==> config.mk <==
export PLATFORM = sky130hd
export DESIGN_NAME = aes_ram
export DESIGN_NICKNAME = d
export VERILOG_FILES = /design/src/aes_block_encrypt_top_assert.svh /design/src/aes_ram.sv
export SDC_FILE = /design/constraint.sdc
export NUM_CORES = 1
export LEC_CHECK = 0
export BUFFER_PORTS_ARGS = -buffer_cell sky130_fd_sc_hd__buf_2
export CORE_MARGIN = 4
export CORE_UTILIZATION = 30
export DETAILED_ROUTE_END_ITERATION = 6
export PLACE_DENSITY = 0.51
export RECOVER_POWER = 50
export SYNTH_ARGS = -nofsm -noshare
export SYNTH_HDL_FRONTEND = slang
export SYNTH_SLANG_ARGS = --single-unit
==> constraint.sdc <==
create_clock -name i_clk -period 12.5 [get_ports i_clk]
set_clock_uncertainty 0.1 [all_clocks]
set_input_delay 2.5 -clock i_clk [delete_from_list [all_inputs] [get_ports i_clk]]
set_output_delay 2.5 -clock i_clk [all_outputs]
set_load 0.03 [all_outputs]
==> src/aes_block_encrypt_top_assert.svh <==
// Assertion macros for the AES block encryption top level.
// Depends on nothing; included by aes_block_encrypt_top.sv.
`ifndef AES_BLOCK_ENCRYPT_TOP_ASSERT_SVH
`define AES_BLOCK_ENCRYPT_TOP_ASSERT_SVH

// Same-cycle implication on the rising clock, off during reset.
`define AES_ASSERT_NOW(lbl, clk, rst_n, a, b, msg) \
    lbl: assert property (@(posedge clk) disable iff (!rst_n) (a) |-> (b)) else $error(msg);

// Next-cycle implication on the rising clock, off during reset.
`define AES_ASSERT_NEXT(lbl, clk, rst_n, a, b, msg) \
    lbl: assert property (@(posedge clk) disable iff (!rst_n) (a) |=> (b)) else $error(msg);

`endif

==> src/aes_ram.sv <==
// Generic single-write, single-read RAM with registered read data.
// Depends on nothing.
module aes_ram #(
    parameter int WIDTH = 64,
    parameter int DEPTH = 16,
    parameter int ADDR_W = $clog2(DEPTH)
) (
    input  logic              i_clk,
    input  logic              i_we,
    input  logic [ADDR_W-1:0] i_waddr,
    input  logic [WIDTH-1:0]  i_wdata,
    input  logic [ADDR_W-1:0] i_raddr,
    output logic [WIDTH-1:0]  o_rdata
);
    logic [WIDTH-1:0] r_mem [DEPTH];
    logic [WIDTH-1:0] r_rdata;

    always_ff @(posedge i_clk) begin
        if (i_we) begin
            r_mem[i_waddr] <= i_wdata;
        end
        r_rdata <= r_mem[i_raddr];
    end

    assign o_rdata = r_rdata;
endmodule

Word level (Yosys, flattened, before mapping)
Memories as Yosys holds them, arrays and structs flattened. A register that Yosys moved wholly into a read port is not among the register bits.
Index checks and enable logic that the tools add are counted.
- latch bits: 0
- bits of input ports: 74
- output and inout port bits: 64
- bits in read-only memories: 0
- memories: 1
- RAM bits: 1024
- logic and storage cells: 3
- flip-flop bits (word level): 0
- eq/ne operators: 0
- reductions and logical operators: 0
- mux-type cells: 2
- div/mod/pow operators: 0
- magnitude comparators: 0
- shift-type cells: 0
- bitwise gates (word level): 0
- $add $sub $neg: 0
- multiply operators: 0
- memories (memory ; depth ; width ; rd ports ; clocked after Yosys merged registers in ; write ports ; RTL line ; RTL):
    r_mem ; 16 ; 64 ; 1 ; 1 ; 1 ; aes_ram.sv:15 ; logic [WIDTH-1:0] r_mem [DEPTH];
- operator list (cell ; count):
    $mux 1 ; 2

Logic depth before layout (Yosys ltp)
Gate-level depths: netlist (run 1).
- depth in word-level cells: 2
- mapped depth: 6

Worst setup path after synthesis (run 1)
No wires, ideal clock.
- path type: input port to flip-flop
- start: input i_waddr[2]
- end: memory r_mem[0][0], enable pin
- arrival time: 7.363 ns
- cell stages on the path: 2
- buffers on the path: 0
- required time: 11.835 ns
- setup slack: 4.471 ns
- cell sequence: or3b_2 nor3_1
- RTL lines (item ; RTL line ; RTL):
    from (decl) ; aes_ram.sv:10 ; input logic [ADDR_W-1:0] i_waddr,
    to (decl) ; aes_ram.sv:15 ;
No word-level cell before the write port.

Worst setup path after layout (run 1)
- start: input i_waddr[3]
- end: memory r_mem[7][56], enable pin
No word-level cell before the write port.

==> results of run 1 <==
## cell usage in the layout (no fill, tap or decap), types with 12 or more instances in the layout
cell | Yosys | final
edfxtp_1 | 1024 | 1024
buf_4 | 6 | 37
bufinv_16 | 0 | 12
clkbuf_8 | 0 | 12
nor2_4 | 0 | 13
buf_2 | 13 | 70
dfxtp_1 | 64 | 64
clkinv_2 | 0 | 25
clkbuf_16 | 0 | 109
a22oi_1 | 128 | 128
clkinv_1 | 0 | 18
clkbuf_1 | 36 | 88
mux4_2 | 256 | 256
nand2_1 | 65 | 65
## critical path: stages
cell	delay, ps
buf_2	120
nand3b_1	360
nor2_4	150
clkbuf_1	1780
buf_4	940
## sequential cells by signal, summed over array words and instances (netlist names)
signal / cells
o_rdata: 64
r_mem: 1024
## power breakdown
| group | internal [W] | total, W | switching, W | leakage (nW) |
|---|---|---|---|---|
| combinational | 0.000137 | 0.000390 | 0.000253 | 2.79 |
| sequential | 0.00408 | 0.00411 | 0.0000320 | 9.79 |
| clock | 0.00192 | 0.00325 | 0.00134 | 1.78 |
## final cells by class
class / count / area, sq um / area share [%]
antenna: 7 / 17.5 / 0.0381
clock inverter: 61 / 632 / 1.37
clock buffer: 140 / 2960 / 6.44
sequential: 1088 / 32000 / 69.6
multi-input combinational: 475 / 7230 / 15.7
timing repair buffer: 178 / 917 / 1.99
tap: 1755 / 2200 / 4.77
## cell families (layout without fill, tap and decap cells)
logic type | count (synthesis) | in the layout | synth area share [%]
compound gates | 128 | 128 | 2.43
buf+inv | 84 | 379 | 1.14
flops | 1088 | 1088 | 80.9
mux | 256 | 256 | 14.6
other cells | 0 | 7 | 0
simple gates | 91 | 91 | 0.942
## per-layer routing
metal,part of all wire [%],global-route usage (%)
met3,6.2,2.61
met1,44,19.7
met2,48,22.7
met4,1.7,3.11
met5,0.071,0
## stage by stage
step	std cells	instance area, sq um	utilization [%]
floorplan	1647	39600	-
global placement	3496	42500	32.3
detailed placement	3496	42500	32.3
CTS	3697	46100	35.1
global route	3697	46000	35.0
finish	3704	46000	35.0
## worst paths after layout
check,to,from,slack (ps)
worst min-delay path,o_rdata[25]$_DFF_P_,r_mem[6][25]$_DFFE_PP_,560
worst max register to register,o_rdata[58]$_DFF_P_,r_mem[2][58]$_DFFE_PP_,11000
worst min register to register,o_rdata[25]$_DFF_P_,r_mem[6][25]$_DFFE_PP_,560
worst max-delay path,r_mem[7][56]$_DFFE_PP_,i_waddr[3],6740
## cells in the mapped netlist, types with 4 or more instances
master | count | area share (%)
a22oi_1 | 128 | 2.4
buf_1 | 16 | 0.15
buf_2 | 13 | 0.16
buf_4 | 6 | 0.11
buf_6 | 13 | 0.37
clkbuf_1 | 36 | 0.34
dfxtp_1 | 64 | 3.2
edfxtp_1 | 1024 | 78
mux4_2 | 256 | 15
nand2_1 | 65 | 0.62
nor2_1 | 13 | 0.12
nor3_1 | 4 | 0.051
==> reports/metrics.cfg, run 1 <==
[outcome]
violations=capacitance limit, slew limit
outcome=finished with violations

[die]
die_h_um=371
die_w_um=371
die-area_sq_um=138000
io_pins=138
std_cell_rows=133
start_util_pct=30.1
core_area_sq_um=131000

[yosys]
synthesis.area_sq_um=39600
synth_warnings=0
syn_inst=1647
synthArstFlopShare_pct=0
syn_avg_cell_area_sq_um=24.0
yosysUniqueCellTypes=18
ys_seq_elements=1088
synth_edf_count=1024
syn-num-nets=1721
dominantRegCellSynth=edfxtp_1
seq_area_frac_synth_pct=80.9

[placement]
gp_congestion=0.679
dp_slack_ps=6860
dpl.hpwl_mm=48.1
numPortBuffers=137

[clock_network]
clkSinkCount=1088
cts_buffers=108
cts_root_buffer=clkbuf_16
holdBufCountCts=0
post_cts_buffers=0
htree_levels=3
clkTransAtPathRegs_ps=60
tritoncts=built
cts_max_path_buffers=3
cts-resized-gates=0
clkLatencyLatePin_ps=670

[run]
maxCapViolCount=4

[global_routing]
grt.total_usage_pct=14.0
grt_pass1_wl_mm=139
grt_max_degree=107
overflow=0
grt_pass1_vias=19200
antenna_found_initial=18

[routing]
drt_first_pass_iters=5
routedWlPerCell_um=26.3
drt_iter0_drc=1535
wirelength_mm=97.3
viasPerCell=4.88
ant_nets=0
drc=0
vias=18100

[critical_path]
reg2reg_depth=3
start_kind=primary input
crit_type=primary input to flip-flop
cp.required_ps=12670
crit_path_max_fanout=40
critPathCaptureType=flip-flop
cp.arrival_ps=5930

[cells_and_area]
area_growth_pct=16.2
fillers=12100
finalNetCount=1925
drive_gt1_share_pct=28.3

[worst_hold_path]
hold_path_depth=3
min_path_type=flip-flop to flip-flop

[timing]
rsz0062_at_grt=false
tightestPinTransition_ps=2510
maxSlewViolCount=103
min_period_over_period_pct=46.1
setup_viol_count_final=0
hold_viol=0
maxSlewHeadroom_pct=-67.0
setup_tns_ps=0
finalCriticalPeriod_ps=5760
max_freq_ghz=0.174
holdWs_ps=559
setup_ws_ps=6740

[pwr]
leakage_nw=14.4
pwr_density_cell_nw_per_um2=169
max-vdd-ir-drop_mv=0.105
total_power_w=0.00775

No activity file was read; power rests on OpenSTA's default activity.
==> inputs of run 2 (changes only) <==
--- a/config.mk
+++ b/config.mk
@@ -9,7 +9,7 @@
 export CORE_MARGIN = 4
 export CORE_UTILIZATION = 30
 export DETAILED_ROUTE_END_ITERATION = 6
-export PLACE_DENSITY = 0.51
+export PLACE_DENSITY = 0.53
 export RECOVER_POWER = 50
 export SYNTH_ARGS = -nofsm -noshare
 export SYNTH_HDL_FRONTEND = slang
==> constraint.sdc (replaced) <==
create_clock -name i_clk -period 4.9 [get_ports i_clk]
set_clock_uncertainty 0.1 [all_clocks]
set_input_delay 0.98 -clock i_clk [delete_from_list [all_inputs] [get_ports i_clk]]
set_output_delay 0.98 -clock i_clk [all_outputs]
set_load 0.03 [all_outputs]
==> run 2 against run 1 <==
Against the previous run:
- the flow still finishes with violations (capacitance limit, slew limit)
- combinational power grew to 2.6 times the previous value
- first-iteration DRC count increased by 9.6%
- clock-buffer cell count up 13
- worst setup slack got worse by 5000 ps
- critical path depth down 1
- sequential share of layout area down 0.79 points
- cell count grew 0.59%
- non-clock buffer count increased by 15
- power increased to 2.6 times the previous value
- highest routed layer unchanged
- largest power group unchanged
- sequential cell count is the same
- sequential power increased to 2.6 times the previous value
- global-route usage fell by 0.71 points
==> reports/metrics.cfg, run 2 (synthesized netlist as in run 1, its figures left out) <==
[outcome]
outcome=finished with violations
violations=capacitance limit, slew limit

[die]
io_pins=138
core_area_sq_um=131000
std_cell_rows=133
die_w_um=371
die_h_um=371
die-area_sq_um=138000
start_util_pct=30.1

[clock_network]
clkTransAtPathRegs_ps=60
clkSinkCount=1088
clkLatencyLatePin_ps=700
tritoncts=built
cts_root_buffer=clkbuf_16
cts-resized-gates=0
cts_buffers=108
cts_max_path_buffers=3
htree_levels=3
post_cts_buffers=0
holdBufCountCts=0

[global_routing]
antenna_found_initial=20
overflow=0
grt_max_degree=101
grt_pass1_wl_mm=134
grt_pass1_vias=19000
grt.total_usage_pct=13.3

[critical_path]
r2r_slack_ps=3300
critPathBufInv=2
cp.required_ps=5050
cp_common_cell=clkbuf_1
setup.worst_path.start=i_waddr[3]
crit_cells=4
endpoint=r_mem[14][47]$_DFFE_PP_
cp.arrival_ps=3270
r2r_end=o_rdata[1]$_DFF_P_
critPathCaptureType=flip-flop
reg2reg_from=r_mem[2][1]$_DFFE_PP_
reg2reg_depth=3
cp_cell_sequence=clkbuf_1, nand3_1, nor2_4, clkbuf_1
crit_path_max_fanout=23
critPathMaxStageDelay_ps=1520
crit_slowest_cell=clkbuf_1
crit_type=primary input to flip-flop
start_kind=primary input
critPathTopFamily=buffers and inverters

[timing]
maxSlewHeadroom_pct=-42.5
finalCriticalPeriod_ps=3110
maxSlewViolCount=44
holdWs_ps=561
rsz0062_at_grt=false
setup_tns_ps=0
setup_viol_count_final=0
hold_viol=0
max_freq_ghz=0.321
tightestPinTransition_ps=2130
min_period_over_period_pct=63.5

[cells_and_area]
finalNetCount=1940
layout_commonest_cell=edfxtp_1
utilization_pct=35.4
final_cell_mix=1024 x edfxtp_1, 256 x mux4_2, 128 x a22oi_1, 108 x clkbuf_16, 98 x clkbuf_1
design_area_sq_um=46500
largest_reg_flops=1024
drive_gt1_share_pct=28.9
regMostFlops=r_mem
area_growth_pct=17.5

[placement]
gp_congestion=0.688
postPlaceCellArea_sq_um=42800
dpl.hpwl_mm=50.8
numPortBuffers=137

[pwr]
pwr_density_cell_nw_per_um2=433
max-vdd-ir-drop_mv=0.261
p_seq_share_pct=52.1
p_sw_share_pct=20.8
leakage_nw=14.6
pwr-share-clk_pct=42.9
power_frac_comb_pct=5.1
switchingPower_w=0.00419
p_int_w=0.0160

[run]
maxCapViolCount=2

[routing]
drt_iter0_drc=1682
wirelength_mm=91.7
viasPerCell=4.79
ant_nets=0
drt_first_pass_iters=5
routedWlPerCell_um=24.6
vias=17900
drc=0

[worst_hold_path]
min_path_type=flip-flop to flip-flop

## run 2: changes by cell type in the layout (fill, tap and decap cells not counted), moves of 5 or more
cell | before | now
bufinv_16 | 12 | 17
clkinv_1 | 18 | 6
clkbuf_1 | 88 | 98
buf_12 | 0 | 18
clkinv_2 | 25 | 16
## run 2: through the flow
| step | setup WS [ps] | total power (W) | instances |
|---|---|---|---|
| after detailed placement | 1570 | 0.0118 | 3511 |
| final | 1790 | 0.0201 | 3726 |
| after CTS | 2320 | 0.0204 | 3716 |
| after global routing | 1600 | 0.0209 | 3716 |
| after global placement | 1560 | 0.0117 | 3511 |
| after floorplan | 126 | 0.0113 | 1647 |
## run 2: how the worst min path moves through the flow
stage | start | end | slack, ps | cells past startpoint
finish | r_mem[13][30]$_DFFE_PP_ | o_rdata[30]$_DFF_P_ | 560 | 3
floorplan | r_mem[14][0]$_DFFE_PP_ | o_rdata[0]$_DFF_P_ | 530 | 3
detailed placement | r_mem[15][5]$_DFFE_PP_ | o_rdata[5]$_DFF_P_ | 560 | 3
CTS | i_wdata[20] | r_mem[9][20]$_DFFE_PP_ | 510 | 1
global route | r_mem[14][11]$_DFFE_PP_ | o_rdata[11]$_DFF_P_ | 590 | 3
global placement | r_mem[14][11]$_DFFE_PP_ | o_rdata[11]$_DFF_P_ | 550 | 3
## run 2: power by group through the flow
stage | Combinational (W) | Clock [W] | Sequential (W)
5_1_grt | 0.00111 | 0.00926 | 0.0105
3_5_place_dp | 0.00106 | 0 | 0.0107
3_3_place_gp | 0.00105 | 0 | 0.0107
6_report | 0.00102 | 0.00863 | 0.0105
4_1_cts | 0.00107 | 0.00886 | 0.0105
2_1_floorplan | 0.000496 | 0 | 0.0108
## run 2: per-layer routing
| metal | track usage (%) | vias to the layer above | routed length, um |
|---|---|---|---|
| li1 | - | 7513 | - |
| met1 | 18.4 | 9715 | 39900 |
| met2 | 21.3 | 495 | 44000 |
| met3 | 3.31 | 120 | 6170 |
| met4 | 3.13 | 10 | 1510 |
| met5 | 0 | - | 62 |
## run 2: cell type report
type	count	area (sq um)
antenna	10	25.0
clock buffer	153	3000
clock inverter	52	773
fill	11900	84800
multi-input combinational	475	7230
sequential	1088	32000
tap	1755	2200
timing repair buffer	193	1270
## run 2: tightest hold or removal path: cells and delay by family (launching register included)
kind             cells  cell delay [ps]
flip-flops           1              320
multiplexers         1              230
AO/OA/AOI/OAI        1               60
AND/OR/NAND/NOR      1               50
==> inputs of run 3 (changes only) <==
--- a/config.mk
+++ b/config.mk
@@ -5,6 +5,7 @@
 export SDC_FILE = /design/constraint.sdc
 export NUM_CORES = 1
 export LEC_CHECK = 0
+export ABC_AREA = 1
 export BUFFER_PORTS_ARGS = -buffer_cell sky130_fd_sc_hd__buf_2
 export CORE_MARGIN = 4
 export CORE_UTILIZATION = 30
==> constraint.sdc (replaced) <==
create_clock -name i_clk -period 2.8 [get_ports i_clk]
set_clock_uncertainty 0.1 [all_clocks]
set_input_delay 0.56 -clock i_clk [delete_from_list [all_inputs] [get_ports i_clk]]
set_output_delay 0.56 -clock i_clk [all_outputs]
set_load 0.03 [all_outputs]
==> run 3 against run 2 <==
Against the previous run:
- the run still ends with capacitance limit, slew limit left
- synthesized cell count grew to 2.6 times the previous value
- sequential cell count unchanged
- critical path depth up 1
- via count is 60% higher
- critical path type unchanged
==> reports/metrics.cfg, run 3 <==
[cells_and_area]
largest_reg_flops=1024
final_cell_mix=1349 x nand2_1, 1024 x edfxtp_1, 770 x inv_1, 769 x nand3_1, 114 x clkbuf_16
regMostFlops=r_mem
finalNetCount=4404
design_area_sq_um=52100
layout_commonest_cell=nand2_1
area_growth_pct=15.1
drive_gt1_share_pct=7.62
finalNonFillerCells=6446
fillers=14900

[yosys]
synthXorXnorAreaFrac_pct=0
synth_mux_area_share_pct=0
synthAdderAreaFrac_pct=0
synth_compound_area_share_pct=0
synth_top_family_by_area=simple AND/OR/NAND/NOR gates
dominantRegCellSynth=edfxtp_1
synthesis.area_sq_um=45300
synth_area_leaders=edfxtp_1 68%, nand2_1 11%, nand3_1 8.5%
yosysUniqueCellTypes=15
synth_warnings=0
syn_inst=4210
syn_avg_cell_area_sq_um=10.8
yosysTopAreaCellShare_pct=67.9
seq_area_frac_synth_pct=70.7
synth_common_cells=1349 x nand2_1, 1024 x edfxtp_1, 771 x inv_1
yosysTopAreaCell=edfxtp_1
synth_most_common_cell=nand2_1
synth_edf_count=1024
syn-num-nets=4284
synth_simple_gate_area_share_pct=19.9
synthArstFlopShare_pct=0
ys_seq_elements=1088

[global_routing]
grt_pass1_vias=27600
overflow=0
grt_max_degree=127
antenna_found_initial=24
use_met2_pct=23.2
grt_pass1_wl_mm=177
grt.total_usage_pct=14.8
top_usage_layer=met2
use_met1_pct=21.1
grtUsageMet3_pct=2.70

[critical_path]
start_kind=primary input
endpoint=r_mem[2][44]$_DFFE_PP_
reg2reg_from=r_mem[4][55]$_DFFE_PP_
crit_type=primary input to flip-flop
r2r_end=o_rdata[55]$_DFF_P_
cp.arrival_ps=2530
r2r_slack_ps=1620
critPathCaptureType=flip-flop
reg2reg_depth=6
cp.required_ps=2990
setup.worst_path.start=i_waddr[0]
crit_path_max_fanout=42

[timing]
hold_viol=0
max_freq_ghz=0.427
rsz0062_at_grt=false
finalCriticalPeriod_ps=2340
min_period_over_period_pct=83.6
tightestPinTransition_ps=1790
setup_tns_ps=0
holdWs_ps=259
maxSlewViolCount=130
maxSlewHeadroom_pct=-19.5
setup_viol_count_final=0

[clock_network]
cts_root_buffer=clkbuf_16
cts-resized-gates=0
clkLatencyLatePin_ps=710
clkTransAtPathRegs_ps=60
post_cts_buffers=0
cts_buffers=110
cts_max_path_buffers=3
tritoncts=built
htree_levels=3
clkSinkCount=1088
holdBufCountCts=0

[routing]
ant_nets=0
drt_first_pass_iters=5
viasPerCell=4.44
drt_iter0_drc=2387
routedWlPerCell_um=18.2
drc=0
vias=28600
wirelength_mm=118

[outcome]
outcome=finished with violations
violations=capacitance limit, slew limit

[die]
die_h_um=397
core_area_sq_um=150000
std_cell_rows=142
die_w_um=397
start_util_pct=30.2
io_pins=138
die-area_sq_um=157000

[placement]
numPortBuffers=137
dpl.hpwl_mm=63.5
postPlaceCellArea_sq_um=48600
dp.cells=6234
gp_congestion=0.717

[worst_hold_path]
min_path_type=primary input to flip-flop

[pwr]
pwr_density_cell_nw_per_um2=682
max-vdd-ir-drop_mv=0.490
leakage_nw=21.6
total_power_w=0.0355

[run]
maxCapViolCount=3

## run 3: cell types whose count changed in the layout (fill, tap and decap cells not counted), sizes merged, moves of 3 or more
| cell | change |
|---|---|
| clkbuf | -3 |
| nor3 | -4 |
| buf | +24 |
| nand3 | +768 |
| diode | -4 |
| nor2 | +4 |
| bufinv | -8 |
| mux4 | -256 |
| a22oi | -128 |
| inv | +770 |
| clkinv | +18 |
| nand2 | +1284 |
## run 3: critical path: stages
cell      delay, ps
buf_2           120
inv_1            60
nand2_1         260
nor2_4          190
clkbuf_2       1250
## run 3: stage by stage
step	worst slack, ps	utilization, %
6_report	458	34.8
5_1_grt	336	34.7
4_1_cts	615	34.9
3_5_place_dp	361	32.4
3_3_place_gp	359	32.4
2_1_floorplan	-234	-
## run 3: final cells by class
cell class | count | area, sq um | area share (%)
flip-flops and latches | 1088 | 32000 | 61.5
multi-input cells | 2137 | 9080 | 17.4
clock buffers | 148 | 3110 | 5.97
inverters | 774 | 2950 | 5.65
well taps | 2016 | 2520 | 4.84
repair buffers | 219 | 1860 | 3.57
clock inverters | 58 | 549 | 1.05
diodes | 6 | 15.0 | 0.0288
## run 3: logic make-up after synthesis
| logic type | after synthesis |
|---|---|
| flip-flops | 1088 |
| buffers and inverters | 985 |
| AND/OR/NAND/NOR | 2137 |
## run 3: report_power, final
part / internal [W] / leakage [nW] / switching, W
Sequential: 0.0182 / 9.79 / 0.000151
Clock: 0.00861 / 1.80 / 0.00621
Combinational: 0.000611 / 10.0 / 0.00173
## run 3: worst min-delay path by stage
stage | start | end | slack, ps | cells after the start
final | i_wdata[27] | r_mem[5][27]$_DFFE_PP_ | 260 | 1
after global placement | r_mem[10][26]$_DFFE_PP_ | o_rdata[26]$_DFF_P_ | 530 | 6
after detailed placement | r_mem[10][58]$_DFFE_PP_ | o_rdata[58]$_DFF_P_ | 530 | 6
after global routing | i_wdata[2] | r_mem[15][2]$_DFFE_PP_ | 290 | 1
after CTS | i_wdata[34] | r_mem[0][34]$_DFFE_PP_ | 80 | 1
after floorplan | r_mem[10][0]$_DFFE_PP_ | o_rdata[0]$_DFF_P_ | 510 | 6
## run 3: layer usage
layer,vias up,part of all wire (%)
met5,-,0.18
met2,605,45
met1,14000,48
met4,32,1.7
met3,163,5.4
li1,13900,-
